--- src/hdl/ptw_pkg.sv ---
// ----------------------------------------------------------------------------
// ptw_pkg
// Shared types and constants of the Sv32 page table walker.
// ----------------------------------------------------------------------------
package ptw_pkg;

  localparam int XLEN      = 32;
  localparam int PPN_W     = 22;
  localparam int LEN_W     = 3;
  localparam int CFG_AW    = 3;
  localparam int CFG_DW    = 32;
  localparam int IN_DATA_W = 104;
  localparam int OUT_DATA_W = 72;

  // Bit positions of R and X in a page table entry.
  localparam int PTE_R_BIT = 1;
  localparam int PTE_X_BIT = 3;

  // Table entry fetches are always one word.
  localparam logic [LEN_W-1:0] FETCH_LEN = 3'd4;

  // Register select, taken from address bit 2.
  localparam logic REG_ROOT_PPN  = 1'b0;
  localparam logic REG_TRANSLATE = 1'b1;

  typedef enum logic [1:0] {
    ACT_READ  = 2'd0,
    ACT_WRITE = 2'd1,
    ACT_PTE   = 2'd2,
    ACT_NONE  = 2'd3
  } action_t;

  typedef enum logic [1:0] {
    KIND_FETCH  = 2'd0,
    KIND_ACCESS = 2'd1,
    KIND_FAULT  = 2'd2
  } kind_t;

  typedef enum logic [1:0] {
    OP_READ  = 2'd0,
    OP_WRITE = 2'd1,
    OP_PTE   = 2'd2
  } op_t;

  typedef enum logic [1:0] {
    PH_IDLE = 2'd0,
    PH_L1   = 2'd1,
    PH_L0   = 2'd2
  } phase_t;

  // One classified item. word holds the virtual address of a request or
  // the returned table entry.
  typedef struct packed {
    op_t              op;
    logic [XLEN-1:0]  word;
    logic [XLEN-1:0]  wdata;
    logic [LEN_W-1:0] len;
  } q_entry_t;

  typedef struct packed {
    logic full;
    logic valid;
  } q_stat_t;

endpackage

--- src/hdl/sv32_page_table_walker_core.sv ---
// ----------------------------------------------------------------------------
// sv32_page_table_walker_core
// Two-level Sv32 page table walker with bare-address bypass.
// ----------------------------------------------------------------------------
//  Channel  Direction  Contents
//  in_      slave      tuser: action; tdata: vaddr, write_data, access_len,
//                      entry_data
//  out_     master     tuser: kind; tdata: address, is_write, store_data,
//                      size_bytes
//  cfg_     APB slave  0x0 root_ppn, 0x4 translate_enable
//
// One item per cycle is sustained while the sink is ready. An item's result is
// written into a queue slot and then into the result register before it is
// presented to the sink.
// A two-entry queue keeps input taking items while the result register waits.
// Synchronous active-low reset empties the queue and returns the walk to idle.
// ----------------------------------------------------------------------------
module sv32_page_table_walker_core (
  input  logic                            clk,
  input  logic                            rst_n,
  input  logic                            in_tvalid,
  output logic                            in_tready,
  // [31:0] vaddr, [63:32] write_data, [66:64] access_len, [98:67] entry_data
  input  logic [ptw_pkg::IN_DATA_W-1:0]   in_tdata,
  // [1:0] action
  input  logic [1:0]                      in_tuser,
  output logic                            out_tvalid,
  input  logic                            out_tready,
  // [31:0] address, [32] is_write, [64:33] store_data, [67:65] size_bytes
  output logic [ptw_pkg::OUT_DATA_W-1:0]  out_tdata,
  // [1:0] kind
  output logic [1:0]                      out_tuser,
  input  logic                            cfg_psel,
  input  logic                            cfg_penable,
  input  logic                            cfg_pwrite,
  input  logic [ptw_pkg::CFG_AW-1:0]      cfg_paddr,
  input  logic [ptw_pkg::CFG_DW-1:0]      cfg_pwdata,
  output logic [ptw_pkg::CFG_DW-1:0]      cfg_prdata,
  output logic                            cfg_pready
);

  logic [ptw_pkg::PPN_W-1:0] root_ppn_r, root_ppn_nxt;
  logic                      translate_r, translate_nxt;
  logic                      cfg_wr;

  ptw_pkg::q_stat_t  q_stat;
  ptw_pkg::q_entry_t push_entry;
  ptw_pkg::q_entry_t pop_entry;
  logic              push;
  logic              pop;

  assign cfg_pready = 1'b1;
  assign cfg_wr     = cfg_psel & cfg_penable & cfg_pwrite & cfg_pready;

  always_comb begin
    root_ppn_nxt  = root_ppn_r;
    translate_nxt = translate_r;
    if (cfg_wr) begin
      unique case (cfg_paddr[2])
        ptw_pkg::REG_ROOT_PPN:  root_ppn_nxt  = cfg_pwdata[ptw_pkg::PPN_W-1:0];
        ptw_pkg::REG_TRANSLATE: translate_nxt = cfg_pwdata[0];
        default:                root_ppn_nxt  = root_ppn_r;
      endcase
    end
  end

  always_comb begin
    unique case (cfg_paddr[2])
      ptw_pkg::REG_ROOT_PPN:  cfg_prdata = {10'd0, root_ppn_r};
      ptw_pkg::REG_TRANSLATE: cfg_prdata = {31'd0, translate_r};
      default:                cfg_prdata = '0;
    endcase
  end

  always_ff @(posedge clk) begin
    if (!rst_n) begin
      root_ppn_r  <= '0;
      translate_r <= 1'b0;
    end else begin
      root_ppn_r  <= root_ppn_nxt;
      translate_r <= translate_nxt;
    end
  end

  ptw_front u_front (
    .in_tvalid  (in_tvalid),
    .in_tready  (in_tready),
    .in_tdata   (in_tdata),
    .in_tuser   (in_tuser),
    .q_stat     (q_stat),
    .push       (push),
    .push_entry (push_entry)
  );

  ptw_queue u_queue (
    .clk        (clk),
    .rst_n      (rst_n),
    .push       (push),
    .push_entry (push_entry),
    .pop        (pop),
    .pop_entry  (pop_entry),
    .q_stat     (q_stat)
  );

  ptw_back u_back (
    .clk              (clk),
    .rst_n            (rst_n),
    .root_ppn         (root_ppn_r),
    .translate_enable (translate_r),
    .q_stat           (q_stat),
    .q_entry          (pop_entry),
    .pop              (pop),
    .out_tvalid       (out_tvalid),
    .out_tready       (out_tready),
    .out_tdata        (out_tdata),
    .out_tuser        (out_tuser)
  );

endmodule

--- src/hdl/ptw_front.sv ---
// ----------------------------------------------------------------------------
// ptw_front
// Accepts input items, classifies them and pushes them into the queue.
// ----------------------------------------------------------------------------
module ptw_front (
  input  logic                           in_tvalid,
  output logic                           in_tready,
  input  logic [ptw_pkg::IN_DATA_W-1:0]  in_tdata,
  input  logic [1:0]                     in_tuser,
  input  ptw_pkg::q_stat_t               q_stat,
  output logic                           push,
  output ptw_pkg::q_entry_t              push_entry
);

  logic          accept;
  logic          keep;
  ptw_pkg::op_t  op;
  logic [31:0]   vaddr;
  logic [31:0]   wdata;
  logic [2:0]    len;
  logic [31:0]   pte;

  assign vaddr = in_tdata[31:0];
  assign wdata = in_tdata[63:32];
  assign len   = in_tdata[66:64];
  assign pte   = in_tdata[98:67];

  assign in_tready = ~q_stat.full;
  assign accept    = in_tvalid & in_tready;

  always_comb begin
    keep = 1'b1;
    op   = ptw_pkg::OP_READ;
    unique case (ptw_pkg::action_t'(in_tuser))
      ptw_pkg::ACT_READ:  op = ptw_pkg::OP_READ;
      ptw_pkg::ACT_WRITE: op = ptw_pkg::OP_WRITE;
      ptw_pkg::ACT_PTE:   op = ptw_pkg::OP_PTE;
      default:            keep = 1'b0;
    endcase
  end

  // An undefined action is taken and dropped here.
  assign push             = accept & keep;
  assign push_entry.op    = op;
  assign push_entry.word  = (op == ptw_pkg::OP_PTE) ? pte : vaddr;
  assign push_entry.wdata = wdata;
  assign push_entry.len   = len;

endmodule

--- src/hdl/ptw_queue.sv ---
// ----------------------------------------------------------------------------
// ptw_queue
// Two-entry queue between the classifying front and the walking back.
// ----------------------------------------------------------------------------
module ptw_queue (
  input  logic                clk,
  input  logic                rst_n,
  input  logic                push,
  input  ptw_pkg::q_entry_t   push_entry,
  input  logic                pop,
  output ptw_pkg::q_entry_t   pop_entry,
  output ptw_pkg::q_stat_t    q_stat
);

  ptw_pkg::q_entry_t slot_r [2];
  logic       wr_ptr_r, wr_ptr_nxt;
  logic       rd_ptr_r, rd_ptr_nxt;
  logic [1:0] count_r, count_nxt;

  assign q_stat.full  = (count_r == 2'd2);
  assign q_stat.valid = (count_r != 2'd0);
  assign pop_entry    = slot_r[rd_ptr_r];

  always_comb begin
    wr_ptr_nxt = push ? ~wr_ptr_r : wr_ptr_r;
    rd_ptr_nxt = pop  ? ~rd_ptr_r : rd_ptr_r;
    count_nxt  = count_r + {1'b0, push} - {1'b0, pop};
  end

  always_ff @(posedge clk) begin
    if (!rst_n) begin
      wr_ptr_r <= 1'b0;
      rd_ptr_r <= 1'b0;
      count_r  <= 2'd0;
    end else begin
      wr_ptr_r <= wr_ptr_nxt;
      rd_ptr_r <= rd_ptr_nxt;
      count_r  <= count_nxt;
    end
  end

  always_ff @(posedge clk) begin
    if (push) begin
      slot_r[wr_ptr_r] <= push_entry;
    end
  end

endmodule

--- src/hdl/ptw_back.sv ---
// ----------------------------------------------------------------------------
// ptw_back
// Walk engine: holds the pending request and the walk phase, and drives
// the result register.
// ----------------------------------------------------------------------------
module ptw_back (
  input  logic                            clk,
  input  logic                            rst_n,
  input  logic [ptw_pkg::PPN_W-1:0]       root_ppn,
  input  logic                            translate_enable,
  input  ptw_pkg::q_stat_t                q_stat,
  input  ptw_pkg::q_entry_t               q_entry,
  output logic                            pop,
  output logic                            out_tvalid,
  input  logic                            out_tready,
  output logic [ptw_pkg::OUT_DATA_W-1:0]  out_tdata,
  output logic [1:0]                      out_tuser
);

  ptw_pkg::phase_t phase_r, phase_nxt;
  logic [31:0]     held_vaddr_r;
  logic            held_is_write_r;
  logic [31:0]     held_data_r;
  logic [2:0]      held_len_r;

  logic            out_valid_r, out_valid_nxt;
  ptw_pkg::kind_t  out_kind_r;
  logic [31:0]     out_addr_r;
  logic            out_wr_r;
  logic [31:0]     out_data_r;
  logic [2:0]      out_len_r;

  logic            res_valid;
  ptw_pkg::kind_t  res_kind;
  logic [31:0]     res_addr;
  logic            res_wr;
  logic [31:0]     res_data;
  logic [2:0]      res_len;

  logic            is_req;
  logic            req_wr;
  logic            pte_leaf;
  logic            start_walk;
  logic [31:0]     w;

  assign pop        = q_stat.valid & (~out_valid_r | out_tready);
  assign w          = q_entry.word;
  assign is_req     = (q_entry.op == ptw_pkg::OP_READ) | (q_entry.op == ptw_pkg::OP_WRITE);
  assign req_wr     = (q_entry.op == ptw_pkg::OP_WRITE);
  assign pte_leaf   = w[ptw_pkg::PTE_R_BIT] | w[ptw_pkg::PTE_X_BIT];
  assign start_walk = pop & is_req & translate_enable;

  // Next walk phase. A new request restarts the walk when translation is enabled.
  always_comb begin
    phase_nxt = phase_r;
    if (pop) begin
      if (is_req) begin
        if (translate_enable) begin
          phase_nxt = ptw_pkg::PH_L1;
        end
      end else if (q_entry.op == ptw_pkg::OP_PTE) begin
        unique case (phase_r)
          ptw_pkg::PH_L1: phase_nxt = pte_leaf ? ptw_pkg::PH_IDLE : ptw_pkg::PH_L0;
          ptw_pkg::PH_L0: phase_nxt = ptw_pkg::PH_IDLE;
          default:        phase_nxt = phase_r;
        endcase
      end
    end
  end

  // Result of the item leaving the queue.
  always_comb begin
    res_valid = 1'b0;
    res_kind  = ptw_pkg::KIND_FETCH;
    res_addr  = '0;
    res_wr    = 1'b0;
    res_data  = '0;
    res_len   = ptw_pkg::FETCH_LEN;
    if (pop) begin
      if (is_req) begin
        res_valid = 1'b1;
        if (!translate_enable) begin
          res_kind = ptw_pkg::KIND_ACCESS;
          res_addr = w;
          res_wr   = req_wr;
          res_data = req_wr ? q_entry.wdata : '0;
          res_len  = q_entry.len;
        end else begin
          // Level-1 entry sits at root page plus VPN1 times four.
          res_addr = {root_ppn[19:0], w[31:22], 2'b00};
        end
      end else if (q_entry.op == ptw_pkg::OP_PTE) begin
        unique case (phase_r)
          ptw_pkg::PH_L1: begin
            res_valid = 1'b1;
            if (pte_leaf) begin
              res_kind = ptw_pkg::KIND_ACCESS;
              res_addr = {w[29:20], held_vaddr_r[21:0]};
              res_wr   = held_is_write_r;
              res_data = held_is_write_r ? held_data_r : '0;
              res_len  = held_len_r;
            end else begin
              res_addr = {w[29:10], held_vaddr_r[21:12], 2'b00};
            end
          end
          ptw_pkg::PH_L0: begin
            res_valid = 1'b1;
            res_wr    = held_is_write_r;
            res_len   = held_len_r;
            if (pte_leaf) begin
              res_kind = ptw_pkg::KIND_ACCESS;
              res_addr = {w[29:10], held_vaddr_r[11:0]};
              res_data = held_is_write_r ? held_data_r : '0;
            end else begin
              res_kind = ptw_pkg::KIND_FAULT;
              res_addr = held_vaddr_r;
            end
          end
          default: res_valid = 1'b0;
        endcase
      end
    end
  end

  always_comb begin
    if (res_valid) begin
      out_valid_nxt = 1'b1;
    end else if (out_tready) begin
      out_valid_nxt = 1'b0;
    end else begin
      out_valid_nxt = out_valid_r;
    end
  end

  always_ff @(posedge clk) begin
    if (!rst_n) begin
      phase_r     <= ptw_pkg::PH_IDLE;
      out_valid_r <= 1'b0;
    end else begin
      phase_r     <= phase_nxt;
      out_valid_r <= out_valid_nxt;
    end
  end

  always_ff @(posedge clk) begin
    if (start_walk) begin
      held_vaddr_r    <= w;
      held_is_write_r <= req_wr;
      held_data_r     <= q_entry.wdata;
      held_len_r      <= q_entry.len;
    end
    if (res_valid) begin
      out_kind_r <= res_kind;
      out_addr_r <= res_addr;
      out_wr_r   <= res_wr;
      out_data_r <= res_data;
      out_len_r  <= res_len;
    end
  end

  assign out_tvalid = out_valid_r;
  assign out_tuser  = out_kind_r;
  assign out_tdata  = {4'b0000, out_len_r, out_data_r, out_wr_r, out_addr_r};

endmodule
--- config.mk ---
export PLATFORM = sky130hd
export DESIGN_NAME = sv32_page_table_walker_core
export DESIGN_NICKNAME = d
export VERILOG_FILES = /design/src/hdl/ptw_pkg.sv /design/src/hdl/sv32_page_table_walker_core.sv /design/src/hdl/ptw_front.sv /design/src/hdl/ptw_queue.sv /design/src/hdl/ptw_back.sv
export SDC_FILE = /design/constraint.sdc
export NUM_CORES = 1
export LEC_CHECK = 0
export BUFFER_PORTS_ARGS = -buffer_cell sky130_fd_sc_hd__buf_2
export CAP_MARGIN = 25
export CORE_MARGIN = 3
export CORE_UTILIZATION = 26
export DETAILED_ROUTE_END_ITERATION = 8
export SLEW_MARGIN = 20
export SYNTH_ARGS = -nofsm -noshare
export SYNTH_HDL_FRONTEND = slang
export SYNTH_SLANG_ARGS = --single-unit
--- constraint.sdc ---
create_clock -name clk -period 6.3 [get_ports clk]
set_input_delay 0.63 -clock clk [delete_from_list [all_inputs] [get_ports clk]]
set_output_delay 0.63 -clock clk [all_outputs]
set_load 0.005 [all_outputs]
After elaboration in Yosys (flattened, before gate mapping)
Memories as Yosys holds them, arrays and structs flattened. A register that Yosys moved wholly into a read port is not among the register bits.
Cells that the tools add are included.
{"block": "classes", "add_sub_neg": 2, "reduce_logical": 11, "bitwise": 15, "n_eq_ne": 9, "n_mux": 48}
{"cell": "$mux 32", "n": 12}
{"cell": "$pmux 32 s2", "n": 2}
{"cell": "$mux 22", "n": 1}
{"cell": "$mux 1", "n": 17}
{"cell": "$mux 2", "n": 7}
{"cell": "$mux 3", "n": 4}
{"cell": "$pmux 2 s2", "n": 3}
{"cell": "$eq 2x2->1 const B", "n": 5}
{"cell": "$and 1x1->1", "n": 7}
{"cell": "$eq 2x1->1 const B", "n": 3}
{"cell": "$pmux 3 s2", "n": 1}
{"cell": "$reduce_bool 2->1", "n": 3}
{"cell": "$not 1->1", "n": 5}
{"cell": "$logic_not 2->1", "n": 2}
{"cell": "$reduce_and 2->1", "n": 2}
{"cell": "$reduce_and 4->1", "n": 1}
{"cell": "$or 1x1->1", "n": 3}
{"cell": "$reduce_bool 3->1", "n": 1}
{"cell": "$reduce_or 3->1", "n": 1}
{"cell": "$add 2x1->2", "n": 1}
{"cell": "$ne 2x2->1 const B", "n": 1}
{"cell": "$pmux 1 s2", "n": 1}
{"cell": "$reduce_or 2->1", "n": 1}
{"cell": "$sub 2x1->2", "n": 1}
{"block": "word_totals", "ramBits": 138, "in_bits": 148, "output_inout_bits": 109, "ff_bits": 168, "mem_count": 1, "wordCells": 102}
{"memory": "u_queue.slot_r", "depth": 2, "width": 69, "read_ports": 1, "rd_ports_with_merged_regs": 1, "wr": 1, "line_no": "ptw_queue.sv:15", "source": "ptw_pkg::q_entry_t slot_r [2];"}

Longest topological paths before layout
{"block": "depth", "ltp_word": 7, "ltp_mapped": 10, "mapped_depth_nobuf": 9}

Cells and area by module
A second synthesis with hierarchy kept.
{"block": "hier_totals", "cells_unflattened": 915, "hier_area_um2": 13574.3}
{"module": "ptw_back", "cells_each": 465, "area_per_inst_um2": 6297.3, "instances": 1, "seq_area_each_um2": 4204.0}
{"module": "ptw_queue", "cells_each": 236, "area_per_inst_um2": 5248.8, "instances": 1, "seq_area_each_um2": 4244.1}
{"module": "sv32_page_table_walker_core", "cells_each": 138, "area_per_inst_um2": 1191.1, "instances": 1, "seq_area_each_um2": 460.4}
{"module": "ptw_front", "cells_each": 76, "area_per_inst_um2": 837.1, "instances": 1, "seq_area_each_um2": 0.0}

Least setup slack after synthesis
No wires, ideal clock.
{"block": "synth_timing", "kind": "input-to-reg", "from": "input in_tuser[1]", "to": "memory u_queue.slot_r[0][0] (netlist name), enable pin", "slack_ns": 2.097, "arrival_time_ns": 3.705, "setup_ns": 0.498, "stages": 3, "path_buffers": 0, "path_cell_list": "nand2_1 nand3_1 nor2_1"}
{"block": "synth_via", "elab_chain_len": 6}
{"item": "from (decl)", "line_no": "sv32_page_table_walker_core.sv:26", "source": "input logic [1:0] in_tuser,"}
{"item": "$eq 2x1->1, or another cell as far along", "line_no": "ptw_front.sv:34", "source": "unique case (ptw_pkg::action_t'(in_tuser))"}
{"item": "$reduce_or 3->1 (no source line) (*)"}
{"item": "$mux 1 (*)", "line_no": "ptw_front.sv:34"}
{"item": "$and 1x1->1 (*)", "line_no": "ptw_front.sv:43", "source": "assign push = accept & keep;"}
{"item": "$mux 1 (*)", "line_no": "ptw_queue.sv:43", "source": "if (push) begin"}
{"item": "$mux 1 (implied by the code) (*)", "line_no": "ptw_queue.sv:44", "source": "slot_r[wr_ptr_r] <= push_entry;"}
{"item": "to (decl)", "line_no": "ptw_queue.sv:15"}
Mark *: on every way between the ends. The rest lies on a longest branch, timed or not.

==> results.yml <==
die:
  io_pins: 257
  die_area_mm2: 0.05476
  num_rows: 82
  core_mm2: 0.05079
  dieHeight_um: 234.0
  initial_core_util_pct: 26.61
  die_w_um: 234.0
routing:
  drc: 0
  wl_met1_mm: 16.64
  wl_met3_mm: 1.734
  final_antenna_net_count: 0
  wl_per_cell_um: 19.37
  drt_wl_total_mm: 36.47
  drtIter0Drc: 642
  vias: 8776
  drtPass1Iterations: 6
  dr_wl_met2_mm: 17.18
  via_per_inst: 4.661
  maxUsedRoutingLayer: "met4"
sta:
  period_share_pct: 58.29
  final.setup.tns_ns: 0
  drv_slew: 0
  hold_viol: 0
  hold_ws_ns: 0.2777
  worstMarginPinSlew_ns: 0.9697
  finalSetupViolations: 0
  slew_headroom_pct: 35.35
  skew_ns: 0.01818
  timing.fmax_mhz: 272.3
  worst_slack_ns: 2.628
  grt_setup_unrepaired: "false"
  period_needed_ns: 3.672
placed_design:
  placed_cell_area_mm2: 0.01531
  place_inst: 1817
  port_buffers: 224
  dp_slack_ns: 2.578
  gp_congestion: 0.7894
  post-dp-hpwl_mm: 24.88
finish:
  syn2layout_area_growth_pct: 21.97
  num-nets-final: 1335
  final_area_mm2: 0.01649
  drive_gt1_share_pct: 34.05
  finalNonFillerCells: 1883
  nFillCells: 5000
synth:
  synth_top_flop_cell: "edfxtp_1"
  yosysWarnings: 0
  synth_seq_cells: 307
  yosysUniqueCellTypes: 51
  syn_avg_cell_area_um2: 13.93
  async_flop_share_pct: 0
  synth_area_mm2: 0.01352
  synthCells: 970
  synth.yosys.seq_area_share_pct: 65.91
  synth_edf_count: 276
worst_setup_path:
  critical_path.top_delay_family: "simple AND/OR/NAND/NOR gates"
  crit_buf_inv: 1
  worstSetupEndpointType: "register"
  cp.arrival_ns: 3.84
  cp_cell_sequence: "mux2_2 > nor3_2 > and2_4 > buf_4"
  cp_slowest_cell: "dfxtp_4"
  path_max_fanout: 49
  max_stage_delay_ns: 0.75
  start_kind: "register"
  required_ns: 6.47
  critPathKind: "reg -> reg"
min_path:
  hp-start: "in_tdata[63]"
  min_path_type: "in -> reg"
grt:
  grt_start_max_net_pins: 69
  overflow: 0
  track_usage_pct: 13.10
  first_global_vias: 8604
  antenna_found_initial: 2
  grt_pass1_wl_mm: 53.72
clock_network:
  clockBufferDepth: 3
  cts_inserted_buffers: 36
  clockRootBuffer: "clkbuf_16"
  cts_tree: "built"
  clock_sinks: 307
  clk_latency_ns: 0.54
  htreeDepth: 2
  cts_hold_buffers: 0
  cts.clk_slew.worst_paths_ns: 0.06
  cts_setup_buffers: 0
  postCtsResizedCells: 0
job:
  maxCapViolations: 0
run_status:
  status: "complete, no violations"
pwr:
  vdd_drop_max_uv: 157.5
  power_density_mw_per_mm2: 373.6
  p_leak_uw: 0.005936
## Yosys cell counts, types with 3 or more instances
library cell | instances | share of area, %
a221o_1 | 3 | 0.22
inv_1 | 35 | 0.97
nor2_1 | 53 | 1.5
dfxtp_1 | 31 | 4.6
nand3_1 | 10 | 0.37
buf_4 | 18 | 1.0
edfxtp_1 | 276 | 61
o21ai_0 | 23 | 0.85
buf_6 | 4 | 0.33
buf_2 | 12 | 0.44
and4_1 | 9 | 0.58
buf_1 | 3 | 0.083
a21boi_0 | 24 | 1.3
o221ai_1 | 7 | 0.45
a21oi_1 | 21 | 0.78
o21a_1 | 21 | 1.2
clkbuf_1 | 44 | 1.2
nand2b_1 | 3 | 0.14
nand2_1 | 63 | 1.7
xnor2_1 | 3 | 0.19
o31ai_1 | 9 | 0.50
ha_1 | 4 | 0.37
mux2_2 | 100 | 8.3
a211oi_1 | 50 | 2.8
nor2b_1 | 19 | 0.88
mux2i_1 | 37 | 2.7
a22oi_1 | 32 | 1.8
a211o_1 | 10 | 0.65
a22o_1 | 4 | 0.26
and2_1 | 15 | 0.69
## kinds of logic after synthesis
family / count (synthesis) / share of synthesized area, %
compound gates: 217 / 11.69
xor+xnor: 3 / 0.1944
fa+ha+maj: 4 / 0.3703
buf+inv: 116 / 4.054
flops: 307 / 65.91
mux: 137 / 11.07
other cells: 2 / 0.05556
simple gates: 184 / 6.656
## metrics by stage
step / utilization (%) / power, uW
finish: 32.46 / 6158
global route: 32.46 / 6478
CTS: 32.46 / 6265
detailed placement: 30.16 / 4163
global placement: 30.10 / 4130
floorplan: - / 3610
## layout by cell type (no fill, tap or decap), types with 9 or more instances in the layout
| cell | Yosys | layout |
|---|---|---|
| nor2b_1 | 19 | 18 |
| buf_4 | 18 | 18 |
| a21oi_1 | 21 | 21 |
| nand2_1 | 63 | 62 |
| nor2_1 | 53 | 51 |
| o21ai_0 | 23 | 23 |
| a22oi_1 | 32 | 32 |
| a21boi_0 | 24 | 24 |
| and4_1 | 9 | 9 |
| dfxtp_1 | 31 | 29 |
| a211oi_1 | 50 | 50 |
| conb_1 | 2 | 15 |
| a211o_1 | 10 | 10 |
| and2_1 | 15 | 13 |
| inv_1 | 35 | 34 |
| o31ai_1 | 9 | 9 |
| mux2_2 | 100 | 100 |
| mux2i_1 | 37 | 37 |
| edfxtp_1 | 276 | 276 |
| nand3_1 | 10 | 10 |
| clkbuf_16 | 0 | 37 |
| o21a_1 | 21 | 21 |
| buf_2 | 12 | 224 |
## sequential cells by signal (all words and copies together) (netlist names), named ones only
name	cells
u_queue.slot_r	138
u_back.held_data_r	32
u_back.held_vaddr_r	32
u_back.out_addr_r	32
u_back.out_data_r	32
root_ppn_r	22
u_back.held_len_r	3
u_back.out_len_r	3
u_back.out_tuser	2
u_back.phase_r	2
u_queue.count_r	2
translate_r	1
u_back.held_is_write_r	1
u_back.out_tvalid	1
u_back.out_wr_r	1
u_queue.rd_ptr_r	1
u_queue.wr_ptr_r	1
## where the power goes
part	switching, uW	total [uW]	internal (uW)
Combinational	838	1350	512
Sequential	154	2750	2590
Clock	818	2060	1240
## worst register-to-register path: stages (launching register included)
cell and delay, ns:
dfxtp_4 0.75, mux2_2 0.56, nor3_2 0.76, and2_4 0.64, buf_4 0.57
## cell type report
class,instances,area (um^2),area share (%)
diodes,1,2.502,0.01518
clock inverters,21,216.5,1.313
clock buffers,44,952.2,5.776
flip-flops and latches,307,8914,54.07
well taps,672,840.8,5.100
multi-input cells,560,4151,25.18
repair buffers,243,1276,7.741
inverters,35,132.6,0.8045
## worst paths after layout
check / end / slack (ns) / cells after the start
setup / recovery: u_back.held_data_r[20]$_DFFE_PP_ / 2.63 / 4
setup reg to reg: u_back.held_data_r[20]$_DFFE_PP_ / 2.63 / 4
hold reg to reg: root_ppn_r[10]$_SDFFE_PN0P_ / 0.46 / 2
hold / removal: u_queue.slot_r[0][34]$_DFFE_PP_ / 0.28 / 1
## per-layer routing
layer  vias to the layer above  global-route usage (%)
li1                       4086                       -
met1                      4362                   17.95
met3                        51                   1.992
met4                         0                   4.457
met5                         -                       0
met2                       277                   21.22
Power figures use the tool's default switching activity.
